===== src/fms_pkg.sv =====
package fms_pkg;

   // Field widths of the request and response beats
   localparam int FUNC_W  = 2;
   localparam int INDEX_W = 10;
   localparam int WORD_W  = 32;
   localparam int COUNT_W = 6;

   // Operation codes
   typedef logic [FUNC_W-1:0] func_type;
   localparam func_type FUNC_RECORD = 2'd0;
   localparam func_type FUNC_QUERY  = 2'd1;
   localparam func_type FUNC_MERGE  = 2'd2;

   typedef logic [WORD_W-1:0] word_type;

   // MurmurHash3 x86_32 constants for a single 4-byte block
   localparam word_type MUR_C1    = 32'hcc9e_2d51;
   localparam word_type MUR_C2    = 32'h1b87_3593;
   localparam word_type MUR_N     = 32'he654_6b64;
   localparam word_type MUR_FMIX1 = 32'h85eb_ca6b;
   localparam word_type MUR_FMIX2 = 32'hc2b2_ae35;
   localparam word_type MUR_LEN   = 32'd4;
   localparam int       MUR_R1    = 15;
   localparam int       MUR_R2    = 13;

   // Bit set when the hash is zero (trailing-zero count taken as 31)
   localparam word_type ZERO_HASH_BIT = 32'h8000_0000;

   // Rotate left by a constant amount
   function automatic word_type rotl32(word_type x, int r);
      return (x << r) | (x >> (WORD_W - r));
   endfunction

endpackage


===== src/fms_hash.sv =====
module fms_hash (
   input  logic              clock,
   input  logic              reset,
   input  logic              in_valid,
   input  fms_pkg::word_type key,
   input  fms_pkg::word_type seed,
   output logic              out_valid,
   output fms_pkg::word_type set_bit
);

   localparam int STAGES = 5;

   logic [STAGES-1:0] vld_ff, vld_in;
   fms_pkg::word_type s1_ff, s1_in;
   fms_pkg::word_type s2_ff, s2_in;
   fms_pkg::word_type s3_ff, s3_in;
   fms_pkg::word_type s4_ff, s4_in;
   fms_pkg::word_type s5_ff, s5_in;
   fms_pkg::word_type mix_a, mix_b, mix_c, fold, hash, low_bit;

   // Advance the valid chain
   assign vld_in = {vld_ff[STAGES-2:0], in_valid};

   // Block mix: one multiply per stage
   assign s1_in = key * fms_pkg::MUR_C1;
   assign s2_in = fms_pkg::rotl32(s1_ff, fms_pkg::MUR_R1) * fms_pkg::MUR_C2;

   // Combine with seed, xor in the length, first fold of the finalizer
   always_comb begin
      mix_a = fms_pkg::rotl32(seed ^ s2_ff, fms_pkg::MUR_R2);
      mix_b = (mix_a + (mix_a << 2)) + fms_pkg::MUR_N;
      mix_c = mix_b ^ fms_pkg::MUR_LEN;
      s3_in = mix_c ^ (mix_c >> 16);
   end

   assign s4_in = s3_ff * fms_pkg::MUR_FMIX1;
   assign fold  = s4_ff ^ (s4_ff >> 13);
   assign s5_in = fold * fms_pkg::MUR_FMIX2;

   // Last fold, then isolate the lowest set bit
   assign hash    = s5_ff ^ (s5_ff >> 16);
   assign low_bit = hash & (~hash + fms_pkg::word_type'(1));
   assign set_bit = (hash == '0) ? fms_pkg::ZERO_HASH_BIT : low_bit;
   assign out_valid = vld_ff[STAGES-1];

   always_ff @(posedge clock) begin
      if (reset) begin
         vld_ff <= '0;
      end else begin
         vld_ff <= vld_in;
      end
      s1_ff <= s1_in;
      s2_ff <= s2_in;
      s3_ff <= s3_in;
      s4_ff <= s4_in;
      s5_ff <= s5_in;
   end

endmodule


===== config.mk =====
export PLATFORM = sky130hd
export DESIGN_NAME = fms_hash
export DESIGN_NICKNAME = d
export VERILOG_FILES = /design/src/fms_pkg.sv /design/src/fms_hash.sv
export SDC_FILE = /design/constraint.sdc
export NUM_CORES = 2
export LEC_CHECK = 0
export ABC_CLOCK_PERIOD_IN_PS = 9100
export BUFFER_PORTS_ARGS = -buffer_cell sky130_fd_sc_hd__buf_2
export CORE_AREA = 2 2 367 369
export DETAILED_ROUTE_END_ITERATION = 6
export DIE_AREA = 0 0 369 371
export PLACE_DENSITY = 0.51
export SLEW_MARGIN = 20
export SYNTH_ARGS = -nofsm -noshare
export SYNTH_HDL_FRONTEND = slang
export SYNTH_SLANG_ARGS = --single-unit

===== constraint.sdc =====
create_clock -name clock -period 9.1 [get_ports clock]
set_input_delay 2.73 -clock clock [delete_from_list [all_inputs] [get_ports clock]]
set_output_delay 2.73 -clock clock [all_outputs]
set_load 0.02 [all_outputs]

Word-level counts from Yosys, hierarchy flattened
Index checks and enable logic that the tools add are counted. W data, S select, Z words.

Bits in registers: 165. Input bits: 67. Output and inout bits: 33. Logic and storage cells: 24.

$add $sub $neg: 3. Multipliers: 4. Muxes and demuxes: 1. Bitwise logic cells: 9. Reduce and logical (&&, ||, !) cells: 1.

Operators with widths (number): $mul A32 B31 Y32 const B (2); $xor A32 B16 Y32 (2); $add A32 B1 Y32 const B (1); $add A32 B32 Y32 (1); $add A32 B32 Y32 const B (1); $and A32 B32 Y32 (1); $logic_not A32 Y1 (1); $mul A32 B29 Y32 const B (1); $mul A32 B32 Y32 const B (1); $mux W32 (1); $not A32 Y32 (1); $or A32 B13 Y32 (1); $or A32 B15 Y32 (1); $xor A32 B19 Y32 (1); $xor A32 B32 Y32 (1); $not A1 Y1 (1).

Logic depth before layout (Yosys ltp)
Depth in word-level cells: 6. Mapped depth: 27.

Least setup slack after synthesis
Ideal clock, no wire load.

Path kind: input to register. Start: input port key[9]. End: register s1_ff[31]. Arrival time: 8.337 ns. Slack: 0.689 ns. Stages on the path: 25. Path buffers: 0. Cells stage by stage: inv_1 -> ha_1 -> inv_1 -> fa_1 -> fa_1 -> inv_1 -> fa_1 -> fa_1 -> inv_1 -> fa_1 -> inv_1 -> fa_1 -> inv_1 -> ha_1 -> ha_1 -> a21o_1 -> a21o_1 -> a21o_1 -> a21o_1 -> a21o_1 -> o31ai_1 -> a21oi_1 -> o21ai_1 -> a21oi_1 -> a31oi_1.

Word-level cells in the longest chain between the ends: 1.

Ends and longest elaborated chain: start: declaration (line fms_hash.sv:5) `input fms_pkg::word_type key,`; $mul A32 B31 Y32 (line fms_hash.sv:25) `assign s1_in = key * fms_pkg::MUR_C1;`; net s1_in[31] (line fms_hash.sv:14) `fms_pkg::word_type s1_ff, s1_in;`; end signal: assignment (line fms_hash.sv:52) `s1_ff <= s1_in;`; end: declaration (line fms_hash.sv:14).

The timed path passes the listed nets, and every way through them passes these cells. A chain may end at the register's enable or synchronous reset.

Worst setup path in the final report
Ends and elaborated chain as after synthesis.

==> metrics.md <==
| Metric | Value |
|---|---|
| Synth-to-layout area growth | 8.92% |
| Final Hold Violating Endpoints | 0 |
| Worst-path fanout max | 5 |
| Layout cell share with drive strength beyond 1 | 4.33% |
| # IOs | 100 |
| Status | complete, no violations |
| # hold bufs at CTS | 0 |
| Asr flop ratio synth | 0% |
| Multi-input logic area | between 30000 and 40000 um^2 |
| R2R cell count | 27 |
| Number of global-route vias before repair | between 20000 and 30000 |
| CTS max path bufs | 2 |
| CTS tree | done |
| Filler Cells Inserted | approximately 14000 |
| Die Wd | 369 um |
| Total CTS buffers | 17 |
| Root buffer cell | clkbuf_16 |
| Cell count after synthesis | 3957 |
| Least-Margin Pin Slew | 0.887 ns |
| Setup Viol. Count Final | 0 |
| Aggregate negative setup slack | 0 ns |
| GP Congestion | between 0.8 and 0.9 |
| Synthesized net count | between 5000 and 6000 |
| Site row count | between 100 and 150 |
| PortBufs | 99 |
| Clk_lat worst skew | 0.51 ns |
| Commonest cells after routing, fill and taps aside | inv_1, ha_1, fa_1 |
| Worst hold path type | flip-flop to flip-flop |
| GRT Residual Overflow | 0 |
| Total GRT Usage | 16.1% |
| H-tree depth | 4 |
| Die Y | around 370 um |
| Clk_skew | roughly 0.022 ns |
| CP startpoint kind | input pin |
| DR WL/cell | around 18 um |
| Initial antenna violation count | 11 |
| Max Cap Viol | 0 |
| Relative slew slack | roughly two fifths |
| First-pass GRT wire length | approximately 160000 um |
| Final hold slack | between 0.4 and 0.5 ns |
| Total number of vias | between 20000 and 30000 |
| Drt pass-1 iters | 7 |
| Maximum clock rate | roughly 0.12 GHz |
| Unrepaired setup endpoints after global routing | no |
| CP Capture Type | flip-flop |
| Worst r2r src | s4_ff[18] |
| CTS Sinks | roughly 170 |
| Average via count per standard cell | 4.26 |
| Final Critical Period | roughly 8.4 ns |
| Worst R2R Setup Slack | 0.89 ns |
| Most common cell after layout, fill and taps aside | inv_1 |
| Hold Path Origin | vld_ff[2] |
| Critical Path AT | around 9 ns |
| Core ar. | approximately 130000 um^2 |
| R2R Path End | s5_ff[31] |
| DRC | 0 |
| Routed WL | approximately 110000 um |
| Netlist Area Pre-Place | 39600 um^2 |
| Seq/Total Area, Yosys | 8.35% |
| Pin count of the biggest net entering global routing | 18 |
| Initial DRC count | 1107 |
| Register area | 3300 um^2 |
| Netlist cell types | a little over 70 |
| Final Cycle Share | between 90 and 100% |
| Worst Hold End | vld_ff[3] |
| Final Max Slew Viols | 0 |
| Initial Util | just under 30% |
| CTS resizes | 0 |
| Syn Area/Cell | 10.0 um^2 |
| Primary FF master, synth | dfxtp_1 |
| Setup CP Type | input pin to flip-flop |
| Synth warn | 0 |
| Hold depth | 1 |
| Nets | 5713 |
| WP data required | 9.53 ns |
| Post-CTS setup buffer count | 0 |
| Post-synth EDFFs | 0 |
| Yosys reg bits | between 150 and 200 |
| Clk pin slew, worst setup/hold paths | around 0.07 ns |
| Die area | roughly 140000 um^2 |
| Hpwl dp | 96700 um |
| Detail Route Antenna Nets | 0 |
[critical path: stages]
cell,delay (ns)
buf_2,0.10
inv_1,0.05
ha_1,0.29
inv_1,0.05
fa_1,0.39
fa_1,0.49
inv_1,0.05
fa_1,0.50
fa_1,0.53
inv_1,0.06
fa_1,0.53
inv_1,0.05
fa_1,0.47
inv_1,0.04
ha_1,0.27
ha_1,0.34
a21o_1,0.18
a21o_1,0.17
a21o_1,0.18
a21o_1,0.18
a21o_1,0.18
o31ai_1,0.39
a21oi_1,0.16
o21ai_1,0.18
a21oi_1,0.09
a31oi_1,0.15
[layer usage]
metal | share of wire [%] | global-route usage (%) | vias up | wire, um
met5 | 0.065 | 0 | - | 69
met4 | 2.1 | 3.95 | 10 | 2210
met3 | 3.5 | 2.59 | 93 | 3650
met2 | 46 | 26.3 | 354 | 48800
met1 | 48 | 22.0 | 12300 | 50800
li1 | - | - | 12300 | -
[cells by family after synthesis]
kind of cell,Yosys count,synth area share (%)
xor+xnor,338,7.48
fa+ha+maj,1546,62.8
simple gates,277,3.70
compound gates,312,5.16
mux,1,0.0253
buf+inv,1318,12.5
flops,165,8.35
[cell type report]
cell class	count	share of cell area [%]
Multi-Input combinational cell	2474	72.7
Sequential cell	165	7.66
Clock buffer	18	1.02
Timing Repair Buffer	124	1.58
Antenna cell	3	0.0174
Inverter	1318	11.5
Clock inverter	14	0.433
Tap cell	1768	5.13
[how the worst max path moves through the flow]
stage / startpoint / to / slack [ns] / cells past startpoint
global placement: key[9] / s1_ff[31] / 0.27 / 26
detailed placement: key[9] / s1_ff[31] / 0.25 / 26
floorplan: key[9] / s1_ff[31] / 0.69 / 25
global route: key[9] / s1_ff[31] / 0.42 / 26
CTS: key[9] / s1_ff[31] / 0.80 / 26
finish: key[9] / s1_ff[31] / 0.72 / 26
[metrics by stage]
stage          worst slack (ns)  cell area, um^2  cells  util, %
2_1_floorplan             0.689            39600   3957        -
3_3_place_gp              0.272            42500   5849     32.0
3_5_place_dp              0.253            42500   5849     32.0
4_1_cts                   0.797            43100   5881     32.5
5_1_grt                   0.415            43100   5883     32.5
6_report                  0.718            43100   5884     32.5
[synthesized netlist by cell type, types with 10 or more instances]
master    number  area share (%)
nand3_1       20            0.25
nand2_1       34            0.32
o21bai_1      13            0.25
ha_1         813              26
xnor2_1      245             5.4
o21a_1        22            0.42
and3_1        11            0.17
dfxtp_1      165             8.3
a211oi_1      14            0.27
nor3_1        33            0.42
nor2_1        85            0.81
nor2b_1       21            0.33
o21ai_1       10            0.13
nand4_1       10            0.16
inv_1       1318              13
a21o_1        46            0.87
nand2b_1      16            0.25
xor2_1        93             2.1
fa_1         733              37
o21ai_0       37            0.47
a21oi_1      110             1.4
[registers in the layout, indices dropped and copies added, names as in the netlist]
name    cells
s4_ff      32
s2_ff      32
s3_ff      32
s5_ff      32
vld_ff      5
s1_ff      32
Power is left out: the tool's default activity adds up to more than one toggle a clock period on the data nets, which glitch-free logic cannot reach.
